### src/rtl/core/wrsg_pkg.sv
// Shared types, widths and constants of the weighted residual safety gate.
package wrsg_pkg;

    localparam int MAX_PLANES     = 8;
    localparam int NUM_PLANES_DEF = 8;
    localparam int PLANE_W        = 3;

    localparam int COORD_W  = 18;
    localparam int MAG_W    = 17;
    localparam int WEIGHT_W = 16;
    localparam int SQ_W     = 33;
    localparam int PROD_W   = SQ_W + WEIGHT_W;
    localparam int GRP_W    = PROD_W + 2;
    localparam int SUM_W    = PROD_W + 3;
    localparam int RES_W    = 24;
    localparam int FRAC_SHIFT = 28;
    localparam int EPS_W    = 16;
    localparam int LIMIT_W  = 17;
    localparam int LANES_PER_GROUP = 4;

    localparam int CFG_IDX_W  = 8;
    localparam int CFG_DATA_W = 64;

    localparam logic [CFG_IDX_W-1:0] REG_WEIGHTS_LO = CFG_IDX_W'(0);
    localparam logic [CFG_IDX_W-1:0] REG_WEIGHTS_HI = CFG_IDX_W'(1);
    localparam logic [CFG_IDX_W-1:0] REG_EPSILON    = CFG_IDX_W'(2);
    localparam logic [CFG_IDX_W-1:0] REG_HARD_LIMIT = CFG_IDX_W'(3);

    localparam logic [CFG_DATA_W-1:0] WEIGHTS_RESET = 64'h1000_1000_1000_1000;
    localparam logic [EPS_W-1:0]      EPSILON_RESET = 16'd66;
    localparam logic [LIMIT_W-1:0]    ONE_Q16       = 17'd65536;

    typedef enum logic [1:0] {
        VERDICT_OK      = 2'd0,
        VERDICT_INVALID = 2'd1,
        VERDICT_BREACH  = 2'd2,
        VERDICT_RISE    = 2'd3
    } verdict_t;

    typedef struct packed {
        logic s1_en;
        logic s2_en;
    } lane_ctl_t;

    typedef struct packed {
        logic s3_en;
        logic out_en;
    } merge_ctl_t;

    typedef struct packed {
        logic ok;
        logic breach;
    } lane_flags_t;

endpackage

### src/rtl/core/wrsg_lane.sv
// One plane lane: range and limit checks, coordinate square, weighted product.
module wrsg_lane
    import wrsg_pkg::*;
(
    input  logic                      clk,
    input  lane_ctl_t                 ctl,
    input  logic signed [COORD_W-1:0] coord,
    input  logic [WEIGHT_W-1:0]       weight,
    input  logic [LIMIT_W-1:0]        coord_ceiling,
    output lane_flags_t               flags,
    output logic [PROD_W-1:0]         prod
);

    logic [MAG_W-1:0]   mag;
    logic [2*MAG_W-1:0] sq_full;
    lane_flags_t        flags1_next;
    lane_flags_t        flags1_reg;
    logic [SQ_W-1:0]    sq_reg;
    lane_flags_t        flags2_reg;
    logic [PROD_W-1:0]  prod_next;
    logic [PROD_W-1:0]  prod_reg;

    assign mag     = coord[MAG_W-1:0];
    assign sq_full = mag * mag;

    // A coordinate is in range when it is not negative and at most 1.0.
    assign flags1_next.ok     = !coord[COORD_W-1] && (mag <= ONE_Q16);
    assign flags1_next.breach = (mag >= coord_ceiling);

    assign prod_next = weight * sq_reg;

    always_ff @(posedge clk)
    begin
        if (ctl.s1_en)
        begin
            sq_reg     <= sq_full[SQ_W-1:0];
            flags1_reg <= flags1_next;
        end
        if (ctl.s2_en)
        begin
            prod_reg   <= prod_next;
            flags2_reg <= flags1_reg;
        end
    end

    assign flags = flags2_reg;
    assign prod  = prod_reg;

endmodule

### config.mk
export PLATFORM = sky130hd
export DESIGN_NAME = wrsg_lane
export DESIGN_NICKNAME = d
export VERILOG_FILES = /design/src/rtl/core/wrsg_pkg.sv /design/src/rtl/core/wrsg_lane.sv
export SDC_FILE = /design/constraint.sdc
export NUM_CORES = 2
export LEC_CHECK = 0
export BUFFER_PORTS_ARGS = -buffer_cell sky130_fd_sc_hd__buf_2
export CAP_MARGIN = 20
export CORE_MARGIN = 4
export CORE_UTILIZATION = 30
export CTS_BUF_LIST = sky130_fd_sc_hd__clkbuf_4 sky130_fd_sc_hd__clkbuf_8 sky130_fd_sc_hd__clkbuf_16
export CTS_CLUSTER_SIZE = 25
export DETAILED_ROUTE_END_ITERATION = 7
export GPL_TIMING_DRIVEN = 0
export HOLD_SLACK_MARGIN = 0.06
export PLACE_DENSITY_LB_ADDON = 0.3
export SLEW_MARGIN = 0
export SYNTH_ARGS = -nofsm -noshare
export SYNTH_HDL_FRONTEND = slang
export SYNTH_SLANG_ARGS = --single-unit
### constraint.sdc
create_clock -name clk -period 6.2 [get_ports clk]
set_clock_uncertainty 0.2 [all_clocks]
set_input_delay 0 -clock clk [delete_from_list [all_inputs] [get_ports clk]]
set_output_delay 0 -clock clk [all_outputs]
set_load 0.1 [all_outputs]
# == Yosys cells after proc, flatten, opt, wreduce, memory -nomap -nowiden ==
# Index checks and enable logic that the tools add are counted.
# word_totals
regBits,86
in_bits,54
out_inout_bits,51
wordCells,12
# op_classes
mul,2
magnitude_cmp,2
reduce_logical,2
# op_table
cell,n
multiplier 16 x 33 -> 49 bit,1
multiplier 17 x 17 -> 33 bit,1
greater-or-equal comparator 17 bit,1
"<= comparator 17 bit, second input constant",1
logical AND 1 bit,1
zero test 1 bit,1

# == Logic depth before layout (Yosys ltp) ==
# depth
ltp_word,2
depth_mapped,26
depth_no_buf,24

# == Least setup slack after synthesis ==
# OpenSTA, ideal clock, no wires.
# synth_path
path_type,register to register
from,reg sq_reg[7]
to,reg prod_reg[45] (netlist: prod[45]) (data pin)
setup_ps,262
arrival_ps,5922
required_time_ps,5738
slack_ps,-184
stages_incl_launch_ff,24
path_buffers,1
period_less_slack_ps,6384
path_cell_list,edfxtp_1 > clkbuf_1 > nand2_1 > fa_1 > inv_1 > fa_1 > inv_1 > fa_1 > inv_1 > fa_1 > fa_1 > inv_1 > fa_1 > inv_1 > ha_1 > a21oi_1 > o2111ai_1 > o21ba_2 > o41ai_4 > a31oi_2 > nor4_4 > o221ai_2 > o21ai_1 > xor2_1
# synth_via
elab_chain_cells,1
# synth_lines
item,line_no,rtl
from (decl),wrsg_lane.sv:18,logic [SQ_W-1:0] sq_reg;
from (signal assigned),wrsg_lane.sv:36,sq_reg <= sq_full[SQ_W-1:0];
multiplier 16 x 33 -> 49 bit,wrsg_lane.sv:30,assign prod_next = weight * sq_reg;
via prod_next[45],wrsg_lane.sv:20,logic [PROD_W-1:0] prod_next;
to (signal assigned),wrsg_lane.sv:41,prod_reg <= prod_next;
to (decl),wrsg_lane.sv:21,logic [PROD_W-1:0] prod_reg;
# The timed path passes the listed nets, and every way through them passes these cells.
# A chain may end at the register's enable or synchronous reset.

# == Worst setup path in the final report ==
# layout_path
from,reg sq_reg[11]
to,reg prod_reg[45] (netlist: prod[45]) (data pin)
# The elaborated chain is that of the path after synthesis.

==> flow_summary.json <==
{
  "hp-class": "in2reg",
  "drcViolationCount": 0,
  "cts.sinks": 85,
  "start_util": 0.303,
  "gp_congestion": 0.895,
  "largest_reg_flops": 49,
  "ys.flop_type": "edfxtp_1",
  "wl_per_cell_um": 18.6,
  "synth_area_leaders": "fa_1 (45%), ha_1 (11%), inv_1 (10%), edfxtp_1 (9.3%), and2_1 (6.5%)",
  "violations": "setup timing",
  "cp_cell_sequence": "clkbuf_4 -> nand2_1 -> fa_1 -> fa_2 -> fa_1 -> inv_1 -> fa_1 -> fa_1 -> inv_1 -> fa_1 -> inv_2 -> ha_4 -> buf_4 -> nand2_2 -> o2111ai_2 -> o21ba_4 -> o41ai_4 -> buf_4 -> a31oi_4 -> nor4_4 -> o221ai_2 -> o21ai_1 -> xor2_1",
  "grt_overflow_total": 0,
  "cp_top_family": "adder cells",
  "pin_count": 105,
  "numCtsBuffers": 9,
  "drt_first_pass_iters": 7,
  "synth_top_area_share": 0.452,
  "worst-path-buf-inv": 6,
  "crit_required_ns": 6.15,
  "hold_start": "coord[6]",
  "clk_latency_ns": 0.40,
  "ys_seq_elements": 85,
  "cts.path.max_buffers": 2,
  "drt-initial-drc-count": 1200,
  "setup_viol": 27,
  "synth_top_area_cell": "fa_1",
  "ant_nets": 0,
  "crit_type": "reg2reg",
  "grt_pass1_wl_mm": 126,
  "ys_async_sr_fraction": 0,
  "dp_hpwl_mm": 66.3,
  "area_delta_synth_final_pct": 16.3,
  "worstMarginPinSlew_ns": 1.04,
  "period_needed_ns": 6.78,
  "io_buffers": 104,
  "finalSetupTns_ns": -8.24,
  "critical_path.most_common_cell": "fa_1",
  "outcome": "finished with violations",
  "r2r_slack_ns": -0.58,
  "yosysUniqueCellTypes": 61,
  "netlist_instances": 2925,
  "yosys_warnings": 0,
  "final_nets": 4067,
  "worst_setup_path_start_kind": "register",
  "slowest_stage": "edfxtp_1",
  "holdPathStages": 4,
  "row_count": 110,
  "rr_worst_depth": 23,
  "synth-edff-count": 85,
  "die_h_um": 310,
  "timing.fmax_ghz": 0.148,
  "final_hold_viol_count": 0,
  "r2r-start": "sq_reg[11]$_DFFE_PP_",
  "path_max_fanout": 5,
  "rsz0062_at_grt": "true",
  "drt-total-wl_mm": 80.7,
  "grt_max_degree": 35,
  "cts_tree": "built",
  "netlist_area_sq_um": 27300,
  "fillers": 9252,
  "cts_root_buf": "clkbuf_16",
  "antenna_found_initial": 5,
  "rr_endpoint": "prod[45]$_DFFE_PP_",
  "dieWidth_um": 310,
  "drive_gt1_frac": 0.133,
  "postSynthAreaPerCell_sq_um": 9.34,
  "slew_violations": 0,
  "synth.most_common_cell": "inv_1",
  "clk_pin_slew_ns": 0.08,
  "crit_path_max_incr_delay_ns": 0.57,
  "htreeDepth": 3,
  "grt_usage": 0.174,
  "arrival_ns": 6.72,
  "viasPerCell": 4.61,
  "synth_common_cells": "inv_1 (745), fa_1 (617), nand2_1 (403), and2_1 (284), ha_1 (241)",
  "worst_setup_path_end_kind": "register",
  "yosysSeqAreaShare": 0.0934,
  "vias": 19977,
  "hold_path_end": "flags1_reg[1]$_DFFE_PP_",
  "grt_pass1_vias": 21471,
  "core_sq_um": 90100,
  "setup_slack_ns": -0.575,
  "dieArea_sq_um": 95900,
  "max_slew_margin": 0.307,
  "maxCapViolCount": 0,
  "post-route-period-util": 1.09
}
==> worst register-to-register path, stage by stage, from the launching register on <==
cell	delay, ns
edfxtp_1	0.57
clkbuf_4	0.28
nand2_1	0.08
fa_1	0.51
fa_2	0.44
fa_1	0.55
inv_1	0.06
fa_1	0.49
fa_1	0.49
inv_1	0.05
fa_1	0.49
inv_2	0.05
ha_4	0.29
buf_4	0.13
nand2_2	0.07
o2111ai_2	0.21
o21ba_4	0.20
o41ai_4	0.33
buf_4	0.20
a31oi_4	0.11
nor4_4	0.29
o221ai_2	0.18
o21ai_1	0.18
xor2_1	0.09
==> per-stage QoR <==
step	hold WS [ns]	std cells	setup WS [ns]	utilization	instance area, sq um
finish	0.153	4337	-0.575	0.352	31800
global placement	0.123	4211	-1.68	0.326	29400
detailed placement	0.123	4212	-1.70	0.326	29400
CTS	0.132	4332	-0.628	0.349	31500
floorplan	-0.101	2931	0.00712	-	27400
global route	0.181	4336	-0.736	0.352	31800
==> cell usage in the layout, fill, tap and decap left out, types with 19 or more instances in the layout <==
cell type | Yosys | layout
inv_1 | 745 | 730
fa_1 | 617 | 596
nand2_1 | 403 | 395
and2_1 | 284 | 277
ha_1 | 241 | 223
buf_2 | 0 | 103
buf_4 | 0 | 89
edfxtp_1 | 85 | 85
clkbuf_1 | 117 | 61
a21oi_1 | 78 | 54
xnor2_1 | 55 | 53
nor2_1 | 46 | 42
a21o_1 | 35 | 35
buf_6 | 0 | 31
o21ai_0 | 31 | 26
xor2_1 | 26 | 25
fa_2 | 0 | 21
a21oi_2 | 0 | 19
==> cell families after synthesis <==
family | count (synthesis) | synth area share
compound gates | 215 | 0.0519
xor+xnor | 81 | 0.0260
fa+ha+maj | 858 | 0.563
buf+inv | 862 | 0.118
flops | 85 | 0.0934
mux | 1 | 0.000412
other cells | 2 | 0.000275
simple gates | 821 | 0.147
==> layer usage <==
metal / wire length, um / track usage / up-vias
li1: - / - / 9102
met1: 35900 / 0.233 / 10189
met2: 37800 / 0.291 / 552
met3: 3770 / 0.0209 / 132
met4: 3250 / 0.0636 / 2
met5: 9 / 0 / -
==> worst max-delay path by stage <==
| stage | to | slack (ns) | depth (start not counted) | start |
|---|---|---|---|---|
| final | prod[45]$_DFFE_PP_ | -0.58 | 23 | sq_reg[11]$_DFFE_PP_ |
| after global routing | prod[44]$_DFFE_PP_ | -0.74 | 23 | sq_reg[5]$_DFFE_PP_ |
| after CTS | prod[44]$_DFFE_PP_ | -0.63 | 25 | sq_reg[5]$_DFFE_PP_ |
| after detailed placement | prod[47]$_DFFE_PP_ | -1.70 | 20 | sq_reg[4]$_DFFE_PP_ |
| after global placement | prod[47]$_DFFE_PP_ | -1.68 | 21 | sq_reg[4]$_DFFE_PP_ |
| after floorplan | prod[44]$_DFFE_PP_ | 0.007 | 21 | sq_reg[17]$_DFFE_PP_ |
==> timing repair <==
| action | 4_1_cts | 5_1_grt |
|---|---|---|
| resized for setup | 214 | 76 |
| hold buffers | 9 | 0 |
| setup buffers | 107 | 10 |
| endpoints found under the setup margin | 46 | 42 |
| gates cloned | 3 | 0 |
| pin swaps | 58 | 26 |
| hold endpoints to repair | 58 | 0 |
==> layout make-up <==
class,count,area [sq um],share of cell area
Buffer,97,638,0.0201
Clock buffer,9,225,0.00709
Sequential cell,85,2550,0.0803
Tap cell,1176,1470,0.0463
Timing Repair Buffer,233,1660,0.0523
Clock inverter,7,56.3,0.00177
Antenna cell,1,2.50,0.0000788
Multi-Input combinational cell,1984,22400,0.704
Inverter,745,2800,0.0880
Power is left out: the tool's default activity adds up to more than one toggle a clock period on the data nets, which glitch-free logic cannot reach.
