===== src/rtl/core/wrsg_pkg.sv =====
// Shared types, widths and constants of the weighted residual safety gate.
package wrsg_pkg;

    localparam int MAX_PLANES     = 8;
    localparam int NUM_PLANES_DEF = 8;
    localparam int PLANE_W        = 3;

    localparam int COORD_W  = 18;
    localparam int MAG_W    = 17;
    localparam int WEIGHT_W = 16;
    localparam int SQ_W     = 33;
    localparam int PROD_W   = SQ_W + WEIGHT_W;
    localparam int GRP_W    = PROD_W + 2;
    localparam int SUM_W    = PROD_W + 3;
    localparam int RES_W    = 24;
    localparam int FRAC_SHIFT = 28;
    localparam int EPS_W    = 16;
    localparam int LIMIT_W  = 17;
    localparam int LANES_PER_GROUP = 4;

    localparam int CFG_IDX_W  = 8;
    localparam int CFG_DATA_W = 64;

    localparam logic [CFG_IDX_W-1:0] REG_WEIGHTS_LO = CFG_IDX_W'(0);
    localparam logic [CFG_IDX_W-1:0] REG_WEIGHTS_HI = CFG_IDX_W'(1);
    localparam logic [CFG_IDX_W-1:0] REG_EPSILON    = CFG_IDX_W'(2);
    localparam logic [CFG_IDX_W-1:0] REG_HARD_LIMIT = CFG_IDX_W'(3);

    localparam logic [CFG_DATA_W-1:0] WEIGHTS_RESET = 64'h1000_1000_1000_1000;
    localparam logic [EPS_W-1:0]      EPSILON_RESET = 16'd66;
    localparam logic [LIMIT_W-1:0]    ONE_Q16       = 17'd65536;

    typedef enum logic [1:0] {
        VERDICT_OK      = 2'd0,
        VERDICT_INVALID = 2'd1,
        VERDICT_BREACH  = 2'd2,
        VERDICT_RISE    = 2'd3
    } verdict_t;

    typedef struct packed {
        logic s1_en;
        logic s2_en;
    } lane_ctl_t;

    typedef struct packed {
        logic s3_en;
        logic out_en;
    } merge_ctl_t;

    typedef struct packed {
        logic ok;
        logic breach;
    } lane_flags_t;

endpackage


===== src/rtl/core/wrsg_merge.sv =====
// Merge stage: sums the lane products, applies the checks in order, holds the residual.
module wrsg_merge
    import wrsg_pkg::*;
#(
    parameter int NUM_PLANES = NUM_PLANES_DEF
)
(
    input  logic                 clk,
    input  logic                 rst_n,
    input  merge_ctl_t           ctl,
    input  logic [PROD_W-1:0]    prod [NUM_PLANES],
    input  lane_flags_t          flags [NUM_PLANES],
    input  logic                 marked,
    input  logic [EPS_W-1:0]     epsilon,
    output logic                 accepted,
    output logic [1:0]           verdict,
    output logic [PLANE_W-1:0]   violating_plane,
    output logic [RES_W-1:0]     proposed_residual,
    output logic [RES_W-1:0]     stored_residual
);

    localparam int NUM_GROUPS = (NUM_PLANES + LANES_PER_GROUP - 1) / LANES_PER_GROUP;
    localparam int PAD_LANES  = NUM_GROUPS * LANES_PER_GROUP;

    logic [PROD_W-1:0]     prod_pad [PAD_LANES];
    logic [GRP_W-1:0]      grp_sum_next [NUM_GROUPS];
    logic [GRP_W-1:0]      grp_sum_reg  [NUM_GROUPS];
    logic                  ok_next;
    logic                  ok_reg;
    logic [NUM_PLANES-1:0] breach_next;
    logic [NUM_PLANES-1:0] breach_reg;

    logic [SUM_W-1:0]      total;
    logic [RES_W-1:0]      proposed_calc;
    logic [RES_W:0]        bound;
    logic [PLANE_W-1:0]    first_plane;
    verdict_t              verdict_calc;
    logic [PLANE_W-1:0]    plane_calc;
    logic [RES_W-1:0]      proposed_out;

    logic [RES_W-1:0]      held_reg;
    logic [RES_W-1:0]      held_next;

    logic                  accepted_reg;
    verdict_t              verdict_reg;
    logic [PLANE_W-1:0]    plane_reg;
    logic [RES_W-1:0]      proposed_reg;
    logic [RES_W-1:0]      stored_reg;

    for (genvar k = 0; k < PAD_LANES; k++)
    begin : g_pad
        if (k < NUM_PLANES)
        begin : g_live
            assign prod_pad[k] = prod[k];
        end
        else
        begin : g_zero
            assign prod_pad[k] = '0;
        end
    end

    // First merge stage: partial sums over groups of four lanes, flags gathered.
    always_comb
    begin
        for (int g = 0; g < NUM_GROUPS; g++)
        begin
            grp_sum_next[g] = '0;
            for (int j = 0; j < LANES_PER_GROUP; j++)
            begin
                grp_sum_next[g] = grp_sum_next[g]
                                  + GRP_W'(prod_pad[g*LANES_PER_GROUP + j]);
            end
        end
        ok_next = marked;
        for (int i = 0; i < NUM_PLANES; i++)
        begin
            ok_next        = ok_next && flags[i].ok;
            breach_next[i] = flags[i].breach;
        end
    end

    always_ff @(posedge clk)
    begin
        if (ctl.s3_en)
        begin
            grp_sum_reg <= grp_sum_next;
            ok_reg      <= ok_next;
            breach_reg  <= breach_next;
        end
    end

    // Second merge stage: final add, truncation to Q8.16, checks in order.
    always_comb
    begin
        total = '0;
        for (int g = 0; g < NUM_GROUPS; g++)
        begin
            total = total + SUM_W'(grp_sum_reg[g]);
        end
        proposed_calc = total[FRAC_SHIFT +: RES_W];
        bound = {1'b0, held_reg} + (RES_W+1)'(epsilon);

        first_plane = '0;
        for (int i = NUM_PLANES - 1; i >= 0; i--)
        begin
            if (breach_reg[i])
            begin
                first_plane = PLANE_W'(i);
            end
        end

        verdict_calc = VERDICT_OK;
        plane_calc   = '0;
        proposed_out = '0;
        held_next    = held_reg;
        if (!ok_reg)
        begin
            verdict_calc = VERDICT_INVALID;
        end
        else if (|breach_reg)
        begin
            verdict_calc = VERDICT_BREACH;
            plane_calc   = first_plane;
        end
        else
        begin
            proposed_out = proposed_calc;
            if ({1'b0, proposed_calc} > bound)
            begin
                verdict_calc = VERDICT_RISE;
            end
            else
            begin
                held_next = proposed_calc;
            end
        end
    end

    always_ff @(posedge clk or negedge rst_n)
    begin
        if (!rst_n)
        begin
            held_reg <= '0;
        end
        else if (ctl.out_en)
        begin
            held_reg <= held_next;
        end
    end

    always_ff @(posedge clk)
    begin
        if (ctl.out_en)
        begin
            accepted_reg <= (verdict_calc == VERDICT_OK);
            verdict_reg  <= verdict_calc;
            plane_reg    <= plane_calc;
            proposed_reg <= proposed_out;
            stored_reg   <= held_next;
        end
    end

    assign accepted          = accepted_reg;
    assign verdict           = verdict_reg;
    assign violating_plane   = plane_reg;
    assign proposed_residual = proposed_reg;
    assign stored_residual   = stored_reg;

endmodule


===== config.mk =====
export PLATFORM = sky130hd
export DESIGN_NAME = wrsg_merge
export DESIGN_NICKNAME = d
export VERILOG_FILES = /design/src/rtl/core/wrsg_pkg.sv /design/src/rtl/core/wrsg_merge.sv
export SDC_FILE = /design/constraint.sdc
export NUM_CORES = 1
export LEC_CHECK = 0
export BUFFER_PORTS_ARGS = -buffer_cell sky130_fd_sc_hd__buf_4
export CAP_MARGIN = 0
export CORE_ASPECT_RATIO = 0.7
export CORE_MARGIN = 3
export CORE_UTILIZATION = 29
export CTS_BUF_LIST = sky130_fd_sc_hd__clkbuf_4
export DETAILED_ROUTE_END_ITERATION = 10
export GPL_ROUTABILITY_DRIVEN = 0
export GPL_TIMING_DRIVEN = 0
export PLACE_DENSITY = 0.45
export REMOVE_ABC_BUFFERS = 1
export SLEW_MARGIN = 40
export SYNTH_ARGS = -nofsm -noshare
export SYNTH_HDL_FRONTEND = slang
export SYNTH_SLANG_ARGS = --single-unit
export TNS_END_PERCENT = 20

===== constraint.sdc =====
create_clock -name clk -period 7.3 [get_ports clk]
set_input_delay 1.825 -clock clk [delete_from_list [all_inputs] [get_ports clk]]
set_output_delay 1.825 -clock clk [all_outputs]
set_load 0.02 [all_outputs]

# ---- Word-level counts from Yosys, hierarchy flattened
# Cells that the tools add are included.
dict set report totals {
  register_bits 189
  wordCells 50
}
dict set report classes {
  bitwise 2
  add_sub_neg 8
  muxes 13
  magnitude_cmp 1
  reduce_logical 14
}
# op count
set op_table {}
lappend op_table {{$add 50x49->51} 2}
lappend op_table {{$add 51x49->51} 2}
lappend op_table {{$add 49x49->50} 2}
lappend op_table {{$mux 24} 3}
lappend op_table {{$add 51x51->52} 1}
lappend op_table {{$add 24x16->25} 1}
lappend op_table {{$gt 24x25->1} 1}
lappend op_table {{$mux 3} 4}
lappend op_table {{$mux 2} 5}
lappend op_table {{$reduce_or 9->1} 1}
lappend op_table {{$logic_and 1x1->1} 8}
lappend op_table {{$reduce_or 8->1} 1}
lappend op_table {{$reduce_or 6->1} 1}
lappend op_table {{$reduce_or 4->1} 1}
lappend op_table {{$reduce_or 3->1} 1}
lappend op_table {{$logic_not 2->1} 1}
lappend op_table {{$not 1->1} 2}
lappend op_table {{$mux 1} 1}

# ---- Logic depth before layout (Yosys ltp)
# Gate-level depths: netlist of run 1.
dict set report logic_depth {
  depth_word 8
  mapped_depth 22
  mapped_depth_nobuf 21
}

# ---- Worst setup path after synthesis of run 1
# Ideal clock, no wire load.
dict set report synth_path {
  kind {input port to flip-flop}
  from {input port epsilon[1]}
  to {register stored_reg[10], in the netlist stored_residual[10] (data pin)}
  setup_ns 0.260
  arrival_ns 5.854
  cell_stages 21
  path_slack_ns 1.187
  n_path_buf 1
  path_cell_list {ha_1 > a21o_1 > a21oi_1 > o211ai_1 > a31o_2 > a21o_1 > a221o_1 > a31oi_1 > nor2b_1 > xnor2_1 > ha_1 > o21ai_0 > nor2_1 > nor3_1 > nor2_1 > or4_1 > o221ai_2 > nand2_1 > inv_1 > buf_4 > mux2_2}
}
dict set report synth_via {
  elab_chain_cells 5
}
# item line_no
set synth_rtl {}
lappend synth_rtl {{from (decl)} wrsg_merge.sv:14} ;# input logic [EPS_W-1:0] epsilon,
lappend synth_rtl {{$add 24x16->25} wrsg_merge.sv:101} ;# bound = {1'b0, held_reg} + (RES_W+1)'(epsilon);
lappend synth_rtl {{$gt 24x25->1} wrsg_merge.sv:128} ;# if ({1'b0, proposed_calc} > bound)
lappend synth_rtl {{$mux 24} wrsg_merge.sv:128}
lappend synth_rtl {{$mux 24} wrsg_merge.sv:120} ;# else if (|breach_reg)
lappend synth_rtl {{$mux 24} wrsg_merge.sv:116} ;# if (!ok_reg)
lappend synth_rtl {{named net held_next[10]} wrsg_merge.sv:42} ;# logic [RES_W-1:0] held_next;
lappend synth_rtl {{to (signal assigned)} wrsg_merge.sv:159} ;# stored_reg <= held_next;
lappend synth_rtl {{to (decl)} wrsg_merge.sv:48} ;# logic [RES_W-1:0] stored_reg;
# The timed path passes the listed nets, and every way through them passes these cells.
# A chain may end at the register's enable or synchronous reset.

# ---- Final worst setup path of run 1
dict set report layout_path {
  from {input port epsilon[1]}
  to {register stored_reg[2], in the netlist stored_residual[2] (data pin)}
}
# The elaborated chain is that of the path after synthesis.

==> summary.md, run 1 <==
| Metric | Value |
|---|---|
| Routed Antenna Nets | 0 |
| Dominant cell type by area after synthesis | edfxtp_1 |
| CTS clk-pin slew, worst paths | between 150 and 200 ps |
| Inst Count DP | ~3200 |
| Placement Rows | between 70 and 80 |
| Setup slack after layout | 481 ps |
| Slew HR | about half |
| Post-Synth Adder-Cell Area | between 30% and 40% |
| Critical Path AT | between 7000 and 8000 ps |
| Crit Path Max Fanout | 33 |
| Largest net degree at the start of global routing | 70 |
| Worst-Margin Slew | roughly 770 ps |
| Layout cells sized above 1 | between 20 and 25% |
| Post-Synth XOR/XNOR Area | 5.37% |
| FFs w/ async S/R, synth | 12.7% |
| Num ports | approximately 480 |
| Clk buf depth | 2 |
| Maximum VDD drop | roughly 0.16 mV |
| First-pass DRT Iterations | 5 |
| Die extent in x | 317 um |
| EDFF count, synth | about 170 |
| Skew-Pair Late Insertion Delay | 740 ps |
| Max cap viols | 0 |
| Synth Area in Simple Gates | a little under an eighth |
| I/O Buffers | approximately 480 |
| Outcome | finished, final reports clean |
| Num Clock Sinks | 189 |
| Wire per inst | 19.0 um |
| Utilization after layout | a little under two fifths |
| Initial core utilization | between 20% and 30% |
| Leakage | 0.0105 uW |
| Main combinational cell family by area after synthesis | adder cells |
| Via count | approximately 16000 |
| Ys Warns | 0 |
| Final hold violations | 0 |
| Vias per std cell | between 5 and 6 |
| Post-CTS setup buffer count | 0 |
| Endpoint class of the critical path | register |
| Slowest Stage Delay on Critical Path | about 600 ps |
| CP Class | input pin to register |
| Post-synthesis mux area share | under 10% |
| Hold WC Path Type | register to register |
| Unrepaired setup endpoints after global routing | false |
| Fin crit period | approximately 7000 ps |
| Top area cells in the synthesized netlist | edfxtp_1 25%, fa_1 20%, ha_1 12% |
| Max Clk Rate | around 150 MHz |
| Global route total overflow | 0 |
| Mean area per synthesized cell | about 11 um2 |
| Post-CTS sizing | 0 |
| Core ar. | roughly 67000 um2 |
| CTS Hold Bufs | 0 |
| H-tree depth | 4 |
| Global-route wire length before repair | 95000 um |
| All-layer global routing usage | about 17% |
| CP Cell Sequence | buf_4, ha_1, a21o_1, a21oi_1, o211ai_1, a31o_2, a21o_1, a221o_1, a31oi_1, nor2b_1, xnor2_1, ha_1, a211oi_1, nor2_1, nor3_1, nor2_1, or4_1, o221ai_2, nand2_2, inv_1, mux2_2 |
| Share of the synthesized area in the top cell type | between 20% and 30% |
| Area Growth Syn to Fin | 25.2% |
| # DRC | 0 |
| Startpoint class of the critical path | input pin |
| Max Clock Skew | ~40 ps |
| Final cell count without fillers | approximately 3200 |
| Synthesized flop and latch total | roughly 190 |
| Post-DP HPWL | about 52000 um |
| Final setup fails | 0 |
| Most common cell in the netlist | fa_1 |
| Period Utilization, post-route | between 90% and 100% |
| Synth Flop Type | edfxtp_1 |
| Die ar. | about 71000 um2 |
| Final nets | around 3100 |
| CP required | approximately 7800 ps |
| Initial antenna violation count | 3 |
| CTS tree | built |
| Power per cell area | approximately 350 nW/um2 |
| Final WL | between 60000 and 70000 um |
| Post-synth top cells | 197 x fa_1, 190 x ha_1, 184 x a21oi_1 |
| Mapped cell area | around 20000 um2 |
| Register area share after synthesis | about 28% |
| Place WS | -258 ps |
| CTS root buf | clkbuf_4 |
| CTS buffer count | 17 |
| Die height | about 220 um |
| Max-slew violations | 0 |
| Crit-path slowest cell | inv_1 |
| DRT iter0 DRCs | roughly 1200 |
| Max reg flops | between 100 and 150 |
| Post-synthesis compound-gate area fraction | 18.8% |
| Cells after Synth | 1859 |
| Number of global-route vias before repair | between 15000 and 20000 |
| Post-synthesis cell type count | 83 |
critical path, delay by kind of cell:
kind,cells,cell delay [ps]
fa+ha+maj,2,490
mux,1,400
compound gates,9,2320
buf+inv,2,740
xor+xnor,1,150
simple gates,6,1350
path summary, 6_finish.rpt:
check	start	endpoint	slack (ps)	cells after the start
hold reg to reg	held_reg[13]$_DFFE_PN0P_	held_reg[13]$_DFFE_PN0P_	540	2
setup / recovery	epsilon[1]	stored_residual[2]$_DFFE_PP_	480	21
setup reg to reg	grp_sum_reg[26]$_DFFE_PP_	stored_residual[2]$_DFFE_PP_	640	20
hold / removal	held_reg[13]$_DFFE_PN0P_	held_reg[13]$_DFFE_PN0P_	540	2
max in group asynchronous	rst_n	held_reg[2]$_DFFE_PN0P_	6020	1
min in group asynchronous	rst_n	held_reg[17]$_DFFE_PN0P_	960	1
cells in the final DEF (no fill, tap or decap), types with 9 or more instances in the layout:
| master | instances |
|---|---|
| and3_1 | 24 |
| xnor2_1 | 81 |
| nand2b_1 | 12 |
| o21ai_0 | 86 |
| nor4_1 | 9 |
| a21boi_0 | 9 |
| a31oi_1 | 16 |
| dfrtp_1 | 24 |
| fa_1 | 197 |
| nand4_1 | 32 |
| nor3_1 | 42 |
| a211oi_1 | 17 |
| mux2_2 | 14 |
| o21a_1 | 23 |
| a21o_1 | 75 |
| clkbuf_4 | 17 |
| xor2_1 | 39 |
| o21bai_1 | 30 |
| inv_1 | 59 |
| nor2b_1 | 20 |
| o31ai_1 | 23 |
| o211ai_1 | 18 |
| edfxtp_1 | 165 |
| nand3_1 | 38 |
| ha_1 | 190 |
| nor2_1 | 102 |
| and2_1 | 17 |
| a21oi_1 | 184 |
| nand2_1 | 139 |
| buf_4 | 481 |
power breakdown:
| group | switching (uW) | internal, uW |
|---|---|---|
| sequential | 219 | 1660 |
| clock | 447 | 228 |
| combinational | 3720 | 2340 |
| total | 4390 | 4220 |
layout make-up:
| type | count | area (um2) |
|---|---|---|
| Multi-Input combinational cell | 1563 | 13600 |
| Clock inverter | 15 | 214 |
| Inverter | 59 | 221 |
| Sequential cell | 189 | 5560 |
| Timing Repair Buffer | 483 | 3650 |
| Fill cell | 6749 | 42100 |
| Clock buffer | 17 | 128 |
| Tap cell | 891 | 1110 |
| Antenna cell | 3 | 7.51 |
stage by stage:
step / TNS, ps / hold WS [ps] / instance area [um2] / total power (uW)
finish: 0 / 537 / 24500 / 8610
global route: 0 / 582 / 24500 / 9450
CTS: 0 / 543 / 24500 / 8640
detailed placement: -2000 / 506 / 24200 / 7870
global placement: -8080 / 493 / 24100 / 7850
floorplan: 0 / 472 / 19400 / 5880
logic make-up (layout without fill, tap and decap cells):
family / count (synthesis) / count (layout)
and+or+nand+nor: 477 / 477
DFF: 189 / 189
xor gates and xnor gates: 120 / 120
buffers and inverters: 107 / 574
other: 0 / 3
AOI/OAI and AO/OA: 560 / 560
adders and majority gates: 387 / 387
muxes: 19 / 19
layer usage:
layer	vias up	track usage (%)	wire, um
li1	7824	-	-
met1	7836	27.0	31700
met2	450	25.0	25900
met3	46	2.79	2960
met4	0	3.60	744
met5	-	0	0
(Power assumes the default switching activity.)
==> run 2: changes to the inputs <==
--- a/config.mk
+++ b/config.mk
@@ -9,12 +9,12 @@
 export CAP_MARGIN = 0
 export CORE_ASPECT_RATIO = 0.7
 export CORE_MARGIN = 3
-export CORE_UTILIZATION = 29
+export CORE_UTILIZATION = 59
 export CTS_BUF_LIST = sky130_fd_sc_hd__clkbuf_4
 export DETAILED_ROUTE_END_ITERATION = 10
 export GPL_ROUTABILITY_DRIVEN = 0
 export GPL_TIMING_DRIVEN = 0
-export PLACE_DENSITY = 0.45
+export PLACE_DENSITY = 0.83
 export REMOVE_ABC_BUFFERS = 1
 export SLEW_MARGIN = 40
 export SYNTH_ARGS = -nofsm -noshare
==> run 2 against run 1 <==
  * Sequential power shrank 5%
  * Highest routed layer is now met5
  * Combinational power shrank 1%
  * Global-route usage grew 15 points
  * Largest power group unchanged
  * Register-to-register slack lost 20 ps
  * First-iteration DRC count grew 49%
==> summary.md, run 2 (synthesized netlist as in run 1, its figures left out) <==
| Metric | Value |
|---|---|
| Endpoint class of the critical path | register |
| Routed Antenna Nets | 0 (unchanged) |
| GR Util met1 | 46.7% (+20 points) |
| Final setup fails | 0 (unchanged) |
| CTS tree | built |
| Final cell count without fillers | 2762 (-14%) |
| I/O Buffers | 482 (unchanged) |
| Most frequent cells in the layout | 481 x buf_4, 197 x fa_1, 190 x ha_1 |
| Busiest grt layer | met2 |
| Wire per inst | 21.3 um (+12%) |
| Area Growth Syn to Fin | 22.2% |
| CTS Hold Bufs | 0 (unchanged) |
| Unrepaired setup endpoints after global routing | false |
| Reg2reg path depth | 20 (unchanged) |
| Die height | 158 um (-29%) |
| Crit path capture | stored_residual[2]$_DFFE_PP_ |
| Layout cells sized above 1 | 24.3% (-0.043 points) |
| Die extent in x | 224 um (-29%) |
| Inst Count DP | 2720 (-15%) |
| Final hold violations | 0 (unchanged) |
| Utilization after layout | 73.7% (+37 points) |
| Initial antenna violation count | 10 (+7) |
| Setup slack after layout | 337 ps (-144 ps) |
| CP Class | input pin to register |
| Final nets | 3129 (unchanged) |
| Post-CTS sizing | 0 (unchanged) |
| CP required | 7670 ps (-110 ps) |
| Fin crit period | 6960 ps (+144 ps) |
| Max Clock Skew | 55.0 ps (+14.5 ps) |
| Core ar. | 32500 um2 (-51%) |
| Post-DP HPWL | 49900 um (-4.4%) |
| Worst-Margin Slew | 819 ps (+48.4 ps) |
| Max reg flops | 102 (unchanged) |
| Largest net degree at the start of global routing | 112 (+60%) |
| Final Power | 8420 uW (-2.2%) |
| Max Clk Rate | 144 MHz (-2.1%) |
| Skew-Pair Late Insertion Delay | 620 ps (-120 ps) |
| Crit Path Max Fanout | 33 (unchanged) |
| Clk buf depth | 2 (unchanged) |
| Met2 usage | 50.1% (+25 points) |
| Vias per std cell | 6.23 (+24%) |
| Crit path launch | epsilon[1] |
| Number of global-route vias before repair | 16643 (+0.23%) |
| Place WS | -142 ps (+116 ps) |
| Die ar. | 35400 um2 (-50%) |
| Via count | 17198 (+6.4%) |
| Period Utilization, post-route | 95.4% (+2.0 points) |
| Max-slew violations | 0 (unchanged) |
| H-tree depth | 4 (unchanged) |
| Max cap viols | 0 (unchanged) |
| Num Clock Sinks | 189 (unchanged) |
| Commonest non-fill, non-tap cell in the layout | buf_4 |
| First-pass DRT Iterations | 7 (+2) |
| Num ports | 483 (unchanged) |
| CTS buffer count | 17 (unchanged) |
| Global-route wire length before repair | 89300 um (-5.9%) |
| Outcome | finished, final reports clean |
| Worst reg-to-reg setup slack | 620 ps (-20 ps) |
| Leakage | 0.0105 uW (-0.11%) |
| CTS root buf | clkbuf_4 |
| Startpoint class of the critical path | input pin |
| Placement Rows | 55 (-30%) |
| Final WL | 58800 um (-4.1%) |
| Post-CTS setup buffer count | 0 (unchanged) |
| Global route total overflow | 0 (unchanged) |
| Maximum VDD drop | 0.199 mV (+22%) |
| R2r startpoint | grp_sum_reg[26]$_DFFE_PP_ |
| Critical Path AT | 7330 ps (+30 ps) |
| All-layer global routing usage | 32.4% (+15 points) |
| DRT iter0 DRCs | 1729 (+49%) |
| Initial core utilization | 60.3% (+31 points) |
| # DRC | 0 (unchanged) |
| Hold WC Path Type | register to register |
| Power per cell area | 352 nW/um2 (+0.17%) |
| CTS clk-pin slew, worst paths | 180 ps (+20 ps) |
| M3 GR Usage | 6.62% (+3.8 points) |
| RR Endpoint | stored_residual[2]$_DFFE_PP_ |
| Slew HR | 44.0% (-4.2 points) |
[run 2: worst max-delay path, cell delays in order]
cell and delay, ps:
buf_4 130, ha_1 280, a21o_1 170, a21oi_1 290
o211ai_1 150, a31o_2 260, a21o_1 210, a221o_1 320
a31oi_1 420, nor2b_1 130, xnor2_1 170, ha_1 200
a211oi_1 250, nor2_1 80, nor3_1 140, nor2_1 70
or4_1 510, o221ai_2 310, nand2_2 430, inv_1 570
mux2_2 400
[run 2: routing by layer]
layer | wire (um) | part of all wire [%] | vias to the layer above
met2 | 26500 | 45 | 1040
met5 | 73 | 0.12 | -
li1 | - | - | 7824
met1 | 24500 | 42 | 8215
met3 | 6270 | 11 | 115
met4 | 1540 | 2.6 | 4
[run 2: power breakdown]
| group | switching [uW] | internal (uW) | leakage, uW | total [uW] |
|---|---|---|---|---|
| Clock | 447 | 176 | 0.000172 | 623 |
| Sequential | 143 | 1650 | 0.00199 | 1790 |
| Combinational | 3660 | 2340 | 0.00831 | 6000 |
| Total | 4250 | 4170 | 0.0105 | 8420 |
[run 2: area by class of cell]
cell class / instances / area [um2]
Antenna cell: 9 / 22.5
Clock buffer: 17 / 128
Clock inverter: 15 / 204
Fill cell: 2349 / 8550
Inverter: 59 / 221
Multi-Input combinational cell: 1563 / 13600
Sequential cell: 189 / 5560
Tap cell: 427 / 534
Timing Repair Buffer: 483 / 3650
[run 2: metrics by stage]
step | instance area [um2] | hold slack [ps] | TNS [ps]
floorplan | 19400 | 472 | 0
global placement | 23500 | 488 | -3050
detailed placement | 23500 | 503 | -1000
CTS | 23900 | 541 | 0
global route | 23900 | 574 | 0
finish | 23900 | 538 | 0
[run 2: worst min-delay path by stage]
stage	from	end	slack, ps	cells after the start
6_report	held_reg[3]$_DFFE_PN0P_	held_reg[3]$_DFFE_PN0P_	540	2
5_1_grt	held_reg[3]$_DFFE_PN0P_	held_reg[3]$_DFFE_PN0P_	570	2
4_1_cts	held_reg[3]$_DFFE_PN0P_	held_reg[3]$_DFFE_PN0P_	540	2
3_5_place_dp	held_reg[3]$_DFFE_PN0P_	held_reg[3]$_DFFE_PN0P_	500	2
3_3_place_gp	held_reg[3]$_DFFE_PN0P_	held_reg[3]$_DFFE_PN0P_	490	2
2_1_floorplan	held_reg[3]$_DFFE_PN0P_	held_reg[3]$_DFFE_PN0P_	470	2
